$ cat config.mk
export PLATFORM = sky130hd
export DESIGN_NAME = pressed_key_list_tracker
export DESIGN_NICKNAME = d
export VERILOG_FILES = /design/src/design/pklt_pkg.sv /design/src/design/pklt_ctrl.sv /design/src/design/pklt_datapath.sv /design/src/design/pressed_key_list_tracker.sv
export SDC_FILE = /design/constraint.sdc
export NUM_CORES = 1
export LEC_CHECK = 0
export ABC_AREA = 0
export BUFFER_PORTS_ARGS = -buffer_cell sky130_fd_sc_hd__buf_2
export CAP_MARGIN = 20
export CORE_AREA = 2 2 99 197
export CTS_BUF_LIST = sky130_fd_sc_hd__clkbuf_4 sky130_fd_sc_hd__clkbuf_8
export CTS_CLUSTER_DIAMETER = 50
export DETAILED_ROUTE_END_ITERATION = 7
export DIE_AREA = 0 0 101 199
export SLEW_MARGIN = 20
export SYNTH_ARGS = -nofsm -noshare
export SYNTH_HDL_FRONTEND = slang
export SYNTH_SLANG_ARGS = --single-unit
$ cat constraint.sdc
create_clock -name clk -period 3.3 [get_ports clk]
set_clock_uncertainty 0.2 [all_clocks]
set_input_delay 0.825 -clock clk [delete_from_list [all_inputs] [get_ports clk]]
set_output_delay 0.825 -clock clk [all_outputs]
set_load 0.005 [all_outputs]
$ cat src/design/pklt_pkg.sv
// types and constants of the pressed key list tracker
`timescale 1ns / 1ps
package pklt_pkg;

	localparam logic [7:0] EMPTY_CODE = 8'd255;

	localparam logic KIND_SLOT   = 1'b0;
	localparam logic KIND_STATUS = 1'b1;

	typedef struct packed {
		logic load_event;
		logic latch_match;
		logic apply_update;
		logic emit_load;
	} pklt_cmd_t;

	typedef struct packed {
		logic will_change;
		logic out_free;
		logic emit_last;
	} pklt_status_t;

endpackage

$ cat src/design/pklt_ctrl.sv
// controller state machine of the pressed key list tracker
`timescale 1ns / 1ps
module pklt_ctrl
	import pklt_pkg::*;
(
	input  logic         clk,
	input  logic         arst_n,
	input  logic         in_valid,
	output logic         in_ready,
	input  pklt_status_t status,
	output pklt_cmd_t    cmd
);

	typedef enum logic [1:0] {
		ST_IDLE,
		ST_MATCH,
		ST_UPDATE,
		ST_EMIT
	} state_t;

	state_t state_q;
	logic   in_ready_q;

	always_ff @(posedge clk or negedge arst_n) begin
		if (!arst_n) begin
			state_q    <= ST_IDLE;
			in_ready_q <= 1'b1;
		end else begin
			case (state_q)
				ST_IDLE: begin
					if (in_valid && in_ready_q) begin
						state_q    <= ST_MATCH;
						in_ready_q <= 1'b0;
					end
				end
				ST_MATCH: begin
					state_q <= ST_UPDATE;
				end
				ST_UPDATE: begin
					if (status.will_change) begin
						state_q <= ST_EMIT;
					end else begin
						state_q    <= ST_IDLE;
						in_ready_q <= 1'b1;
					end
				end
				ST_EMIT: begin
					if (status.out_free && status.emit_last) begin
						state_q    <= ST_IDLE;
						in_ready_q <= 1'b1;
					end
				end
				default: begin
					state_q    <= ST_IDLE;
					in_ready_q <= 1'b1;
				end
			endcase
		end
	end

	assign in_ready = in_ready_q;

	always_comb begin
		cmd              = '0;
		cmd.load_event   = (state_q == ST_IDLE) && in_valid && in_ready_q;
		cmd.latch_match  = (state_q == ST_MATCH);
		cmd.apply_update = (state_q == ST_UPDATE);
		cmd.emit_load    = (state_q == ST_EMIT) && status.out_free;
	end

endmodule

$ cat src/design/pklt_datapath.sv
// key slot storage, match, compaction and output register
`timescale 1ns / 1ps
module pklt_datapath
	import pklt_pkg::*;
#(
	parameter int KEY_SLOTS = 6
) (
	input  logic         clk,
	input  logic         arst_n,
	input  logic         cfg_we,
	input  logic         cfg_wdata,
	input  logic [7:0]   key_code,
	input  logic         modifier_flag,
	input  logic         press_flag,
	input  pklt_cmd_t    cmd,
	output pklt_status_t status,
	output logic         out_valid,
	input  logic         out_ready,
	output logic         report_kind,
	output logic [2:0]   slot_index,
	output logic [7:0]   slot_code,
	output logic         slot_modifier,
	output logic         slot_pressed,
	output logic [2:0]   held_count,
	output logic         last_item
);

	localparam int IW = (KEY_SLOTS > 1) ? $clog2(KEY_SLOTS) : 1;
	localparam int CW = $clog2(KEY_SLOTS + 1);

	logic [7:0]    code_q [KEY_SLOTS];
	logic          mod_q  [KEY_SLOTS];
	logic [CW-1:0] total_q;
	logic          report_en_q;

	logic [7:0]    ev_code_q;
	logic          ev_mod_q;
	logic          ev_press_q;

	logic          hit_q;
	logic [IW-1:0] found_q;
	logic [IW-1:0] emit_idx_q;

	logic          match_any;
	logic [IW-1:0] match_idx;
	logic          do_remove;
	logic          do_append;
	logic          emit_occ;

	logic          out_valid_q;
	logic          out_kind_q;
	logic [2:0]    out_idx_q;
	logic [7:0]    out_code_q;
	logic          out_mod_q;
	logic          out_pressed_q;
	logic [2:0]    out_count_q;
	logic          out_last_q;

	// parallel compare over occupied slots, first hit wins
	always_comb begin
		match_any = 1'b0;
		match_idx = '0;
		for (int i = KEY_SLOTS - 1; i >= 0; i--) begin
			if ((CW'(i) < total_q) && (code_q[i] == ev_code_q) && (mod_q[i] == ev_mod_q)) begin
				match_any = 1'b1;
				match_idx = IW'(i);
			end
		end
	end

	assign do_remove = hit_q && !ev_press_q;
	assign do_append = !hit_q && ev_press_q && (total_q < CW'(KEY_SLOTS));

	assign status.will_change = do_remove || do_append;
	assign status.out_free    = !out_valid_q || out_ready;
	assign status.emit_last   = !report_en_q || (emit_idx_q == IW'(KEY_SLOTS - 1));

	always_ff @(posedge clk or negedge arst_n) begin
		if (!arst_n) begin
			report_en_q <= 1'b1;
		end else if (cfg_we) begin
			report_en_q <= cfg_wdata;
		end
	end

	always_ff @(posedge clk) begin
		if (cmd.load_event) begin
			ev_code_q  <= key_code;
			ev_mod_q   <= modifier_flag;
			ev_press_q <= press_flag;
		end
		if (cmd.latch_match) begin
			hit_q   <= match_any;
			found_q <= match_idx;
		end
	end

	always_ff @(posedge clk or negedge arst_n) begin
		if (!arst_n) begin
			total_q <= '0;
		end else if (cmd.apply_update) begin
			if (do_remove) begin
				total_q <= total_q - CW'(1);
			end else if (do_append) begin
				total_q <= total_q + CW'(1);
			end
		end
	end

	// slot registers: remove shifts later entries forward, append writes the tail
	for (genvar g = 0; g < KEY_SLOTS; g++) begin : g_slot
		logic [7:0] next_code;
		logic       next_mod;

		if (g < KEY_SLOTS - 1) begin : g_mid
			assign next_code = code_q[g + 1];
			assign next_mod  = mod_q[g + 1];
		end else begin : g_end
			assign next_code = EMPTY_CODE;
			assign next_mod  = 1'b0;
		end

		always_ff @(posedge clk or negedge arst_n) begin
			if (!arst_n) begin
				code_q[g] <= EMPTY_CODE;
				mod_q[g]  <= 1'b0;
			end else if (cmd.apply_update) begin
				if (do_remove && (IW'(g) >= found_q)) begin
					code_q[g] <= next_code;
					mod_q[g]  <= next_mod;
				end else if (do_append && (CW'(g) == total_q)) begin
					code_q[g] <= ev_code_q;
					mod_q[g]  <= ev_mod_q;
				end
			end
		end
	end

	always_ff @(posedge clk) begin
		if (cmd.apply_update) begin
			emit_idx_q <= '0;
		end else if (cmd.emit_load) begin
			emit_idx_q <= emit_idx_q + IW'(1);
		end
	end

	assign emit_occ = ({1'b0, emit_idx_q} < (IW + 1)'(total_q));

	always_ff @(posedge clk or negedge arst_n) begin
		if (!arst_n) begin
			out_valid_q <= 1'b0;
		end else if (cmd.emit_load) begin
			out_valid_q <= 1'b1;
		end else if (out_ready) begin
			out_valid_q <= 1'b0;
		end
	end

	always_ff @(posedge clk) begin
		if (cmd.emit_load) begin
			out_count_q <= 3'(total_q);
			if (report_en_q) begin
				out_kind_q    <= KIND_SLOT;
				out_idx_q     <= 3'(emit_idx_q);
				out_code_q    <= emit_occ ? code_q[emit_idx_q] : EMPTY_CODE;
				out_mod_q     <= emit_occ ? mod_q[emit_idx_q] : 1'b0;
				out_pressed_q <= emit_occ;
				out_last_q    <= (emit_idx_q == IW'(KEY_SLOTS - 1));
			end else begin
				out_kind_q    <= KIND_STATUS;
				out_idx_q     <= 3'd0;
				out_code_q    <= EMPTY_CODE;
				out_mod_q     <= 1'b0;
				out_pressed_q <= 1'b0;
				out_last_q    <= 1'b1;
			end
		end
	end

	assign out_valid     = out_valid_q;
	assign report_kind   = out_kind_q;
	assign slot_index    = out_idx_q;
	assign slot_code     = out_code_q;
	assign slot_modifier = out_mod_q;
	assign slot_pressed  = out_pressed_q;
	assign held_count    = out_count_q;
	assign last_item     = out_last_q;

endmodule

$ cat src/design/pressed_key_list_tracker.sv
// top level of the pressed key list tracker
`timescale 1ns / 1ps
// Keeps the ordered list of held keys (oldest first) for a KEY_SLOTS-key
// rollover HID report. One key event is taken at a time: a transfer on the
// input is followed by a parallel match over the occupied slots (ST_MATCH)
// and an update state (ST_UPDATE) that removes (shifting later slots forward)
// or appends. An event that changes nothing is done after ST_UPDATE. A change
// then sends KEY_SLOTS slot transfers, one per cycle from the output register
// while the output is not stalled, or one status transfer when report_enable
// is 0, and in_ready returns as the last result enters the output register.
// report_enable resets to 1; the user must write it through cfg_we/cfg_wdata
// only while no event is in flight, which the block itself does not enforce.
module pressed_key_list_tracker
	import pklt_pkg::*;
#(
	parameter int KEY_SLOTS = 6
) (
	input  logic       clk,
	input  logic       arst_n,
	input  logic       cfg_we,
	input  logic       cfg_wdata,
	input  logic       in_valid,
	output logic       in_ready,
	input  logic [7:0] key_code,
	input  logic       modifier_flag,
	input  logic       press_flag,
	output logic       out_valid,
	input  logic       out_ready,
	output logic       report_kind,
	output logic [2:0] slot_index,
	output logic [7:0] slot_code,
	output logic       slot_modifier,
	output logic       slot_pressed,
	output logic [2:0] held_count,
	output logic       last_item
);

	pklt_cmd_t    cmd;
	pklt_status_t status;

	pklt_ctrl u_ctrl (
		.clk      (clk),
		.arst_n   (arst_n),
		.in_valid (in_valid),
		.in_ready (in_ready),
		.status   (status),
		.cmd      (cmd)
	);

	pklt_datapath #(
		.KEY_SLOTS (KEY_SLOTS)
	) u_datapath (
		.clk           (clk),
		.arst_n        (arst_n),
		.cfg_we        (cfg_we),
		.cfg_wdata     (cfg_wdata),
		.key_code      (key_code),
		.modifier_flag (modifier_flag),
		.press_flag    (press_flag),
		.cmd           (cmd),
		.status        (status),
		.out_valid     (out_valid),
		.out_ready     (out_ready),
		.report_kind   (report_kind),
		.slot_index    (slot_index),
		.slot_code     (slot_code),
		.slot_modifier (slot_modifier),
		.slot_pressed  (slot_pressed),
		.held_count    (held_count),
		.last_item     (last_item)
	);

endmodule

* After elaboration in Yosys (flattened, before gate mapping) *
Index checks and enable logic that the tools add are counted.

storage, ports and cells
  bits of input ports = 16
  word-level logic and storage cells = 187
  output and inout port bits = 20
  register bits = 97

operators by class
  add/subtract/negate cells = 3
  order comparisons = 15
  eq/ne operators = 24
  mux-type cells = 49
  bitwise logic cells = 1
  reduce and logical (&&, ||, !) cells = 63

operator list
  cell                 count
  $mux 8               14
  $eq 8x8->1           6
  $logic_and 1x1->1    32
  $bmux 8 s3           1
  $mux 1               22
  $reduce_and 2->1     9
  $reduce_bool 2->1    8
  $mux 3               4
  $mux 2               5
  $pmux 2 s4           1
  $add 3x1->3 const B  2
  $eq 1x1->1           6
  $eq 2x3->1 const A   2
  $eq 3x3->1 const A   2
  $ge 1x3->1 const A   2
  $ge 2x3->1 const A   2
  $ge 3x3->1 const A   2
  $lt 1x3->1 const A   2
  $lt 2x3->1 const A   2
  $lt 3x3->1 const A   2
  $reduce_or 5->1      1
  $eq 2x2->1 const B   2
  $ge 4x4->1 const B   1
  $logic_not 1->1      4
  18 further kinds     21

* Logic depth before layout (Yosys ltp) *
Gate-level depths: netlist of run 1.

  depth after elaboration = 8
  mapped depth = 8
  depth with buffers taken out = 7

* By module *
From an unflattened synthesis of run 1, not the netlist that was laid out.

second synthesis, totals
  cells, all modules = 498
  area total of the unflattened synthesis = 5424.0 um^2

modules (own cells, without submodules)
  module         cells each  area each (um^2)  instances
  pklt_datapath  480         5243.8            1
  pklt_ctrl      18          180.2             1

* Worst setup path after synthesis of run 1 *
No wires, ideal clock.

  path kind = input -> register
  from = input in_valid
  to = register u_datapath.ev_code_q[0], enable pin
  data arrival time = 1.907 ns
  setup time = 0.406 ns
  cell stages on the path = 1
  required time = 2.694 ns
  slack = 0.788 ns
  cell sequence = nor4bb_1

on the way
  word-level cells in the longest chain between the ends = 2

RTL lines
  element                          RTL line                        source
  from (decl)                      pressed_key_list_tracker.sv:22  input logic in_valid,
  $logic_and 1x1->1 (2 in series)  pklt_ctrl.sv:65                 cmd.load_event = (state_q == ST_IDLE) && in_valid && in_ready_q;
  to (signal assigned)             pklt_datapath.sv:88             ev_code_q <= key_code;
  to (decl)                        pklt_datapath.sv:36             logic [7:0] ev_code_q;

Every way passes these cells.
A chain may end at the register's enable or synchronous reset.

* Worst setup path after layout of run 1 *
  from = register u_datapath.ev_code_q[7]
  to = register u_datapath.found_q[2], data pin

on the way
  word-level cells in the longest chain between the ends = 5

RTL lines
  element                          RTL line             source
  $eq 8x8->1                       pklt_datapath.sv:64  if ((CW'(i) < total_q) && (code_q[i] == ev_code_q) && (mod_q[i] == ev_mod_q)) begin
  $logic_and 1x1->1 (2 in series)  pklt_datapath.sv:64
  $mux 3 (2 in series)             pklt_datapath.sv:64
  to (signal assigned)             pklt_datapath.sv:94  found_q <= match_idx;
  to (decl)                        pklt_datapath.sv:41  logic [IW-1:0] found_q;

Parallel ways exist; a longest one is shown, timed or not.

==> out/qor.json, run 1 <==
{
  "status": {
    "status": "finished clean"
  },
  "layout": {
    "multi_input_gate_area_in_the_final_layout_sq_um": 2660,
    "layoutNonFillerInstCount": 744,
    "syn2layout_area_growth_pct": 9.554,
    "layout.area.seq_sq_um": 2635,
    "n_fill_cell": 1917,
    "ant_cells": 0,
    "finalNetCount": 545,
    "layout-drive-gt1-share_pct": 27.24
  },
  "routing": {
    "drt_first_pass_iters": 6,
    "vias": 3930,
    "wirelength_um": 15650,
    "avgRoutedWirePerCell_um": 21.03,
    "drc": 0,
    "post_drt_via_cell_ratio": 5.282,
    "drt_iter0_drc": 338,
    "antenna_violating_nets_post_route": 0
  },
  "place": {
    "post-dp-hpwl_um": 11830,
    "dpl.cell_count": 728,
    "buffer_ports.inserted": 35,
    "detailedPlace.worstSlack_ns": 0.8814,
    "globalplace.congestion": 1.067
  },
  "power_and_ir_drop": {
    "power-per-cell-area_nw_per_um2": 920.2,
    "power_leakage_nw": 2.333,
    "vdd_drop_max_mv": 0.2671,
    "design_power_total_mw": 5.519
  },
  "clocking": {
    "clockRootBuffer": "sky130_fd_sc_hd__clkbuf_8",
    "postCtsSetupRepairBufs": 0,
    "cts-hold-fix-buffers": 0,
    "quantity_of_gates_resized_following_cts": 0,
    "clock_tree_from_tritoncts": "done",
    "clk_path_buf_depth": 2,
    "tritoncts.num_buffers": 9,
    "clock_sinks": 97,
    "ctsHtreeMaxLevel": 3,
    "clk_transition_reported_paths_ns": 0.12,
    "worst_skew_pair.late_latency_ns": 0.40
  },
  "run": {
    "drv_cap": 0
  },
  "die": {
    "num_io_pins": 36,
    "die_height_um": 199,
    "std_cell_rows": 71,
    "die_w_um": 101,
    "starting_density_pct": 29.34,
    "core_area_sq_um": 18660,
    "die_area_sq_um": 20100
  },
  "synthesis": {
    "synth_seq_cells": 97,
    "avgSynthCellArea_sq_um": 11.06,
    "synth-main-ff-cell": "sky130_fd_sc_hd__dfstp_2",
    "yosys_warnings": 0,
    "mappedNetlistNets": 520,
    "seq_area_frac_synth_pct": 48.14,
    "synth-edff-count": 32,
    "synthesis.area_sq_um": 5474,
    "synth_cell_types": 53,
    "synthesis.instances": 495,
    "async_reset_ff_share_pct": 63.92
  },
  "worst_setup_path": {
    "rr_startpoint": "u_datapath.ev_code_q[7]",
    "critical_path.startpoint": "u_datapath.ev_code_q[7]",
    "cpMaxStageDelayCell": "sky130_fd_sc_hd__edfxtp_1",
    "setup.worst_path.end_class": "register",
    "worstPathBufferInverterCount": 0,
    "worst_path_dominant_cell_family": "simple AND/OR/NAND/NOR gates",
    "worstPathRequired_ns": 3.27,
    "critical_path.cell_chain": "xor2_1 -> nor4_1 -> nand4_1 -> and2_1 -> nor3b_1",
    "r2r_cells": 5,
    "timing.critical_path.fanout_max": 12,
    "critical_path.startpoint_type": "register",
    "worstSetupPathDepth": 5,
    "criticalPathCategory": "register to register",
    "critical_path_arrival_ns": 2.42,
    "worst_path_largest_cell_delay_ns": 0.64
  },
  "sta": {
    "fmaxAchievable_mhz": 408.9,
    "final_hold_viol_count": 0,
    "tightestPinTransition_ns": 0.7958,
    "max-slew-margin-rel_pct": 46.94,
    "post-route-min-period_ns": 2.446,
    "fin_worst_setup_slack_ns": 0.8541,
    "finalSetupTns_ns": 0,
    "final-setup-viol-count": 0,
    "final_min_period_over_clock_period_pct": 74.12,
    "setup_repair_after_global_routing_missed_its_margin": "no",
    "report.final.slew_viol_count": 0
  },
  "worst_hold_path": {
    "min-delay-path-class": "primary input to async pin"
  },
  "grt": {
    "initial_antenna_violation_count": 0,
    "grtUsageTotal_pct": 16.15,
    "maximum_number_of_pins_on_one_net_before_global_route_repair": 34,
    "grt_overflow": 0,
    "grt_pass1_wl_um": 23850,
    "grt_pass1_vias": 4124
  }
}
[layout by cell type, fill, tap and decap left out, drive strengths merged, types with 2 or more instances in the layout]
cell	Yosys	layout
a21oi	46	46
a22oi	9	9
and2	2	2
buf	24	40
clkbuf	2	9
clkinvlp	0	3
dfrtp	12	12
dfstp	50	50
dfxtp	3	3
edfxtp	32	32
ha	9	9
inv	7	10
mux2	9	9
mux2i	45	45
mux4	9	9
nand2	45	45
nand2b	4	4
nand3b	3	3
nand4	10	10
nor2	59	59
nor2b	3	3
nor3	5	5
nor4	6	6
o21ai	27	27
or3	2	2
or4	2	2
xnor2	49	49
xor2	10	10
[synthesized netlist by cell type (all sizes together), types with 3 or more instances]
| cell | n | area (sq um) |
|---|---|---|
| a21oi | 46 | 271.5 |
| a22oi | 9 | 67.56 |
| buf | 24 | 153.9 |
| dfrtp | 12 | 300.3 |
| dfstp | 50 | 1314 |
| dfxtp | 3 | 60.06 |
| edfxtp | 32 | 960.9 |
| ha | 9 | 112.6 |
| inv | 7 | 26.27 |
| mux2 | 9 | 101.4 |
| mux2i | 45 | 450.4 |
| mux4 | 9 | 202.7 |
| nand2 | 45 | 193.9 |
| nand2b | 4 | 40.04 |
| nand3b | 3 | 22.52 |
| nand4 | 10 | 62.56 |
| nor2 | 59 | 245.2 |
| nor2b | 3 | 18.77 |
| nor3 | 5 | 46.30 |
| nor4 | 6 | 37.54 |
| o21ai | 27 | 138.9 |
| xnor2 | 49 | 429.2 |
| xor2 | 10 | 87.58 |
[metal layers]
layer | GRT usage, % | wire, um | vias to the layer above
li1 | - | - | 1787
met1 | 15.19 | 5070 | 1902
met2 | 29.63 | 8400 | 158
met3 | 1.897 | 592 | 83
met4 | 14.31 | 1582 | 0
met5 | 0 | 0 | -
[report_power, final]
group	switching [mW]	leakage (nW)	total, mW	internal [mW]
Sequential	0.773	0.989	2.73	1.96
Clock	0.454	0.0803	0.733	0.279
Combinational	1.07	1.26	2.06	0.984
Total	2.30	2.33	5.52	3.22
[logic make-up after synthesis]
family / synth area share, %
and+or+nand+nor: 13.58
DFF: 48.14
AOI/OAI and AO/OA: 9.577
muxes: 13.78
xor gates and xnor gates: 9.440
buffers and inverters: 3.429
adders and majority gates: 2.057
[metrics by stage]
stage / hold WS, ns / util (%) / area [sq um]
global route: 0.3395 / 32.15 / 5997
global placement: 0.2908 / 31.20 / 5821
CTS: 0.3109 / 32.15 / 5997
finish: 0.2902 / 32.15 / 5997
floorplan: 0.2261 / - / 5474
detailed placement: 0.2982 / 31.20 / 5821
[worst paths after layout]
kind	to	slack [ns]
max	u_datapath.found_q[2]	0.85
min	u_datapath.mod_q[5]	0.29
max reg2reg	u_datapath.found_q[2]	0.85
min reg2reg	u_datapath.g_slot[2].next_code[2]	0.31
max in group asynchronous	u_datapath.g_slot[4].next_code[6]	1.90
min in group clk	u_datapath.g_slot[2].next_code[2]	0.31
[flip-flops by register name, summed over array words and instances (netlist names)]
register	count
u_datapath.last_item	1
u_datapath.ev_code_q	8
u_datapath.held_count	3
u_datapath.g_slot.next_code	40
u_datapath.ev_press_q	1
u_datapath.g_slot.next_mod	5
u_datapath.report_kind	1
u_datapath.hit_q	1
u_datapath.report_en_q	1
u_ctrl.in_ready	1
u_datapath.slot_code	8
u_datapath.mod_q	1
u_datapath.slot_pressed	1
u_datapath.total_q	3
u_datapath.out_valid	1
u_ctrl.state_q	2
u_datapath.code_q	8
u_datapath.slot_modifier	1
u_datapath.ev_mod_q	1
u_datapath.emit_idx_q	3
u_datapath.found_q	3
u_datapath.slot_index	3
[area by class of cell]
type                            count  share of cell area [%]
Inverter                            7                  0.4381
Clock buffer                        9                   2.066
Sequential cell                    97                   43.94
Tap cell                          219                   4.569
Clock inverter                      7                  0.8763
Multi-Input combinational cell    365                   44.36
Timing Repair Buffer               40                   3.755
No activity file was read; power rests on OpenSTA's default activity.
==> run 2, diff against run 1 <==
==> constraint.sdc (replaced) <==
create_clock -name clk -period 2.15 [get_ports clk]
set_clock_uncertainty 0.2 [all_clocks]
set_input_delay 0.5375 -clock clk [delete_from_list [all_inputs] [get_ports clk]]
set_output_delay 0.5375 -clock clk [all_outputs]
set_load 0.005 [all_outputs]
==> run 2 against run 1 <==
Compared with the run above: sequential share of layout area is 3.4 points lower; combinational power is 87% higher; cell area is 8.4% higher; largest cell class unchanged; critical endpoint unchanged; fmax is 17% higher; worst setup slack worse by 0.79 ns; highest routed layer unchanged; die area stayed put; critical path depth stayed put.
==> out/qor.json, run 2 (synthesis gave the netlist of run 1 again) <==
{
  "status": {
    "status": "finished clean"
  },
  "grt": {
    "initial_antenna_violation_count": 1,
    "grtUsageTotal_pct": 16.23,
    "grt_overflow": 0,
    "grt_pass1_vias": 4357,
    "maximum_number_of_pins_on_one_net_before_global_route_repair": 63,
    "grt_pass1_wl_um": 24040
  },
  "layout": {
    "most_common_cell_after_layout_fill_and_taps_aside": "sky130_fd_sc_hd__nor2_1",
    "finalNetCount": 591,
    "layout-drive-gt1-share_pct": 34.50,
    "layout_common_cells": "sky130_fd_sc_hd__nor2_1 (57), sky130_fd_sc_hd__dfstp_2 (50), sky130_fd_sc_hd__xnor2_1 (48)",
    "n_fill_cell": 1892,
    "layout.area.seq_sq_um": 2635,
    "multi_input_gate_area_in_the_final_layout_sq_um": 2710,
    "finalCoreUtilization_pct": 34.84,
    "syn2layout_area_growth_pct": 18.74,
    "number_of_flip_flops_in_the_largest_register": 40
  },
  "worst_setup_path": {
    "criticalPathCategory": "register to register",
    "critical_path.startpoint_type": "register",
    "setup.worst_path.end_class": "register",
    "worstPathRequired_ns": 2.12,
    "critical_path_arrival_ns": 2.06,
    "timing.critical_path.fanout_max": 5,
    "r2r_cells": 5
  },
  "place": {
    "globalplace.congestion": 0.8997,
    "buffer_ports.inserted": 35,
    "post-dp-hpwl_um": 11580
  },
  "sta": {
    "tightestPinTransition_ns": 0.8098,
    "max-slew-margin-rel_pct": 46.01,
    "final_hold_viol_count": 0,
    "final-setup-viol-count": 0,
    "fmaxAchievable_mhz": 478.9,
    "final_min_period_over_clock_period_pct": 97.12,
    "post-route-min-period_ns": 2.088,
    "holdWs_ns": 0.09749,
    "report.final.slew_viol_count": 0,
    "setup_repair_after_global_routing_missed_its_margin": "yes"
  },
  "power_and_ir_drop": {
    "vdd_drop_max_mv": 0.4866,
    "power_leakage_nw": 2.609,
    "design_power_total_mw": 9.038,
    "power-per-cell-area_nw_per_um2": 1390
  },
  "clocking": {
    "clk_path_buf_depth": 2,
    "worst_skew_pair.late_latency_ns": 0.40,
    "tritoncts.num_buffers": 9,
    "clockRootBuffer": "sky130_fd_sc_hd__clkbuf_8",
    "clock_tree_from_tritoncts": "done",
    "ctsHtreeMaxLevel": 3,
    "clock_sinks": 97,
    "clk_transition_reported_paths_ns": 0.11
  },
  "routing": {
    "avgRoutedWirePerCell_um": 19.47,
    "post_drt_via_cell_ratio": 5.063,
    "wirelength_um": 15400,
    "antenna_violating_nets_post_route": 0,
    "vias": 4005,
    "drt_iter0_drc": 225,
    "drc": 0,
    "drt_first_pass_iters": 5
  },
  "die": {
    "num_io_pins": 36,
    "die_height_um": 199,
    "die_w_um": 101,
    "die_area_sq_um": 20100,
    "std_cell_rows": 71,
    "core_area_sq_um": 18660,
    "starting_density_pct": 29.34
  },
  "worst_hold_path": {
    "holdPathStages": 2,
    "min-delay-path-class": "primary input to register"
  },
  "run": {
    "drv_cap": 0
  }
}
[run 2: cell count changes in the layout (fill, tap and decap cells not counted), sizes merged]
cell | previous run | this run
clkinvlp | 3 | 1
bufinv | 0 | 1
diode | 0 | 1
buf | 40 | 85
dlygate4sd3 | 0 | 1
clkbuf | 9 | 10
clkinv | 1 | 0
inv | 10 | 11
[run 2: per-stage QoR]
stage	area, sq um	setup WS [ns]	std cells	setup TNS (ns)
3_5_place_dp	6166	0.01192	764	0
4_1_cts	6387	0.006472	782	0
2_1_floorplan	5480	0.07559	495	0
6_report	6500	0.06197	791	0
5_1_grt	6500	-0.02575	791	-0.02946
3_3_place_gp	6166	0.06581	764	0
[run 2: worst paths after layout]
kind	startpoint	to	slack [ns]
min reg2reg	u_datapath.g_slot[2].next_code[2]	u_datapath.g_slot[2].next_code[2]	0.30
max reg2reg	u_datapath.ev_mod_q	u_datapath.found_q[2]	0.06
max	u_datapath.ev_mod_q	u_datapath.found_q[2]	0.06
min in group asynchronous	arst_n	u_ctrl.state_q[0]	0.48
min	cfg_we	u_datapath.report_en_q	0.1
max in group asynchronous	arst_n	u_datapath.report_en_q	0.94
[run 2: layout make-up]
type	count	share of cell area, %
Multi-Input combinational cell	365	41.69
Sequential cell	97	40.54
Timing Repair Buffer	86	9.971
Tap cell	219	4.216
Clock buffer	10	2.021
Clock inverter	6	1.116
Inverter	7	0.4042
Antenna cell	1	0.03850
[run 2: what timing repair did]
item,CTS,global route
buffers inserted,1,8
setup endpoints to repair,1,4
hold endpoints to repair,12,0
gates resized for setup,0,9
hold buffers,1,0
cloned,0,0
pin swaps,0,6
[run 2: critical path, cell delays in order (launching register included)]
cell	delay, ns
sky130_fd_sc_hd__edfxtp_1	0.52
sky130_fd_sc_hd__xnor2_1	0.22
sky130_fd_sc_hd__nand4_1	0.10
sky130_fd_sc_hd__or4_1	0.50
sky130_fd_sc_hd__and2_1	0.19
sky130_fd_sc_hd__nor3b_1	0.13
[run 2: report_power, final]
group	total (mW)	switching (mW)	leakage, nW	internal (mW)
Sequential	3.90	0.902	0.989	3.00
Clock	1.28	0.708	0.103	0.568
Combinational	3.86	2.03	1.52	1.83
[run 2: per-layer routing]
| layer | global-route usage (%) | wire (um) |
|---|---|---|
| met5 | 0 | 0 |
| met4 | 13.21 | 1255 |
| met3 | 2.143 | 376 |
| met2 | 29.70 | 8527 |
| met1 | 15.72 | 5243 |
==> run 3, diff against run 2 <==
--- a/config.mk
+++ b/config.mk
@@ -8,11 +8,15 @@
 export ABC_AREA = 0
 export BUFFER_PORTS_ARGS = -buffer_cell sky130_fd_sc_hd__buf_2
 export CAP_MARGIN = 20
+export CELL_PAD_IN_SITES_DETAIL_PLACEMENT = 1
+export CELL_PAD_IN_SITES_GLOBAL_PLACEMENT = 1
 export CORE_AREA = 2 2 99 197
 export CTS_BUF_LIST = sky130_fd_sc_hd__clkbuf_4 sky130_fd_sc_hd__clkbuf_8
 export CTS_CLUSTER_DIAMETER = 50
 export DETAILED_ROUTE_END_ITERATION = 7
 export DIE_AREA = 0 0 101 199
+export PLACE_DENSITY_LB_ADDON = 0.1
+export RECOVER_POWER = 25
 export SLEW_MARGIN = 20
 export SYNTH_ARGS = -nofsm -noshare
 export SYNTH_HDL_FRONTEND = slang
==> run 3 against run 2 <==
Compared with the run above: first-iteration DRC count shrank 59%; utilization is 0.68 points higher; fmax down 0.63%; worst setup slack got worse by 0.013 ns; sequential share of layout area decreased by 0.78 points; die area stayed put; power rose by 2.9%.
==> out/qor.json, run 3 (synthesis gave the netlist of run 1 again) <==
{
  "layout": {
    "layout_common_cells": "sky130_fd_sc_hd__nor2_1 (57), sky130_fd_sc_hd__buf_4 (55), sky130_fd_sc_hd__dfstp_2 (49)",
    "finalCoreUtilization_pct": 35.53,
    "fin_area_sq_um": 6628,
    "number_of_flip_flops_in_the_largest_register": 40,
    "most_common_cell_after_layout_fill_and_taps_aside": "sky130_fd_sc_hd__nor2_1",
    "layout-drive-gt1-share_pct": 36.02,
    "finalNetCount": 603,
    "syn2layout_area_growth_pct": 21.07,
    "ant_cells": 0
  },
  "status": {
    "status": "finished clean"
  },
  "die": {
    "std_cell_rows": 71,
    "num_io_pins": 36,
    "die_area_sq_um": 20100,
    "die_height_um": 199,
    "core_area_sq_um": 18660,
    "starting_density_pct": 29.34,
    "die_w_um": 101
  },
  "clocking": {
    "clock_sinks": 97,
    "clockRootBuffer": "sky130_fd_sc_hd__clkbuf_8",
    "clk_transition_reported_paths_ns": 0.10,
    "ctsHtreeMaxLevel": 3,
    "clk_path_buf_depth": 2,
    "worst_skew_pair.late_latency_ns": 0.39,
    "clock_tree_from_tritoncts": "done",
    "tritoncts.num_buffers": 9
  },
  "worst_setup_path": {
    "critical_path.cell_chain": "buf_4 -> xnor2_2 -> nand4_1 -> nor3_2 -> buf_4 -> or2_1 -> nand3b_1",
    "timing.critical_path.fanout_max": 7,
    "worst_path_largest_cell_delay_ns": 0.51,
    "worstPathRequired_ns": 2.09,
    "critical_path.startpoint_type": "register",
    "worstPathBufferInverterCount": 2,
    "cpMaxStageDelayCell": "sky130_fd_sc_hd__edfxtp_1",
    "criticalPathCategory": "register to register",
    "worst_path_dominant_cell_family": "simple AND/OR/NAND/NOR gates",
    "setup.worst_path.end_class": "register",
    "critical_path_arrival_ns": 2.04,
    "cp_common_cell": "sky130_fd_sc_hd__buf_4"
  },
  "sta": {
    "fmaxAchievable_mhz": 475.9,
    "post-route-min-period_ns": 2.101,
    "final-setup-viol-count": 0,
    "fin_worst_setup_slack_ns": 0.04866,
    "tightestPinTransition_ns": 0.9657,
    "final_hold_viol_count": 0,
    "final_min_period_over_clock_period_pct": 97.74,
    "setup_repair_after_global_routing_missed_its_margin": "yes",
    "report.final.slew_viol_count": 0,
    "max-slew-margin-rel_pct": 35.62
  },
  "routing": {
    "vias": 3963,
    "drt_iter0_drc": 92,
    "antenna_violating_nets_post_route": 0,
    "wirelength_um": 17950,
    "avgRoutedWirePerCell_um": 22.39,
    "post_drt_via_cell_ratio": 4.941,
    "drc": 0,
    "drt_first_pass_iters": 4
  },
  "power_and_ir_drop": {
    "internal_power_of_the_cells_mw": 5.536,
    "combPwrFrac_pct": 44.7,
    "power.share.switching_pct": 40.45,
    "power_leakage_nw": 2.696,
    "seq_power_share_pct": 41.5,
    "power.switching_mw": 3.760,
    "vdd_drop_max_mv": 0.3688,
    "power-per-cell-area_nw_per_um2": 1403,
    "p_clk_share_pct": 13.8
  },
  "run": {
    "drv_cap": 0
  },
  "place": {
    "detailedPlace.worstSlack_ns": -0.1199,
    "dpl_cell_area_sq_um": 6242,
    "buffer_ports.inserted": 35,
    "post-dp-hpwl_um": 13630,
    "globalplace.congestion": 0.7798
  },
  "grt": {
    "grt_pass1_wl_um": 27310,
    "grt_overflow": 0,
    "grt_pass1_vias": 4406,
    "maximum_number_of_pins_on_one_net_before_global_route_repair": 63,
    "grtUsageTotal_pct": 18.98,
    "initial_antenna_violation_count": 0
  },
  "worst_hold_path": {
    "min-delay-path-class": "primary input to register"
  }
}
-- run 3: cell types whose count changed in the layout (fill, tap and decap cells not counted), moves of 2 or more --
| cell | before | now |
|---|---|---|
| sky130_fd_sc_hd__clkinv_2 | 0 | 2 |
| sky130_fd_sc_hd__clkbuf_1 | 0 | 3 |
| sky130_fd_sc_hd__clkinv_4 | 0 | 2 |
| sky130_fd_sc_hd__xnor2_1 | 48 | 43 |
| sky130_fd_sc_hd__xnor2_2 | 1 | 6 |
| sky130_fd_sc_hd__buf_4 | 43 | 55 |
| sky130_fd_sc_hd__buf_2 | 35 | 32 |
-- run 3: what timing repair did --
action                                  CTS  global route
buffers inserted                          5             7
endpoints found under the setup margin    4            13
gates cloned                              0             0
hold buffers                              1             0
pin swaps                                 2            13
resized for setup                         4            11
endpoints found under the hold margin    12             0
-- run 3: stage by stage --
step                instances  TNS, ns  total power, mW  hold slack (ns)
global route              802  -0.2210            9.940          0.08927
floorplan                 495        0            6.131          0.04191
CTS                       795        0            9.380          0.07880
finish                    802        0            9.296           0.1083
global placement          773  -0.2152            7.891           0.2883
detailed placement        773  -0.1963            7.981           0.2887
-- run 3: power by group through the flow --
stage / clock network [mW] / registers [mW] / logic (mW)
after floorplan: 0 / 3.58 / 2.55
after global placement: 0 / 3.90 / 3.99
after detailed placement: 0 / 3.92 / 4.06
after CTS: 1.36 / 3.87 / 4.15
after global routing: 1.40 / 3.97 / 4.58
final: 1.28 / 3.86 / 4.16
-- run 3: final timing paths --
kind                                                         from                                 to  slack (ns)  cells after the start
worst max-delay path                          u_datapath.ev_mod_q                   u_datapath.hit_q        0.05                      7
worst min-delay path                                       cfg_we             u_datapath.report_en_q        0.11                      2
worst max register to register                u_datapath.ev_mod_q                   u_datapath.hit_q        0.05                      7
worst min register to register  u_datapath.g_slot[2].next_code[2]  u_datapath.g_slot[2].next_code[2]        0.31                      2
max in group asynchronous                                  arst_n              u_datapath.total_q[1]        0.37                      3
min in group asynchronous                                  arst_n                u_datapath.mod_q[5]        0.73                      3
-- run 3: layout make-up --
type	count	area, sq um
multi-input combinational	365	2766
fill	2087	12030
inverter	7	26.28
clock inverter	6	66.31
tap	219	274.0
sequential	97	2635
timing repair buffer	98	721.9
clock buffer	10	137.6
-- run 3: layer usage --
| metal | part of all wire [%] | vias up | GRT usage [%] |
|---|---|---|---|
| met3 | 1.0 | 12 | 2.108 |
| met2 | 62 | 31 | 39.04 |
| met1 | 35 | 2018 | 18.61 |
| met4 | 2.4 | 0 | 6.757 |
| met5 | 0 | - | 0 |
| li1 | - | 1902 | - |
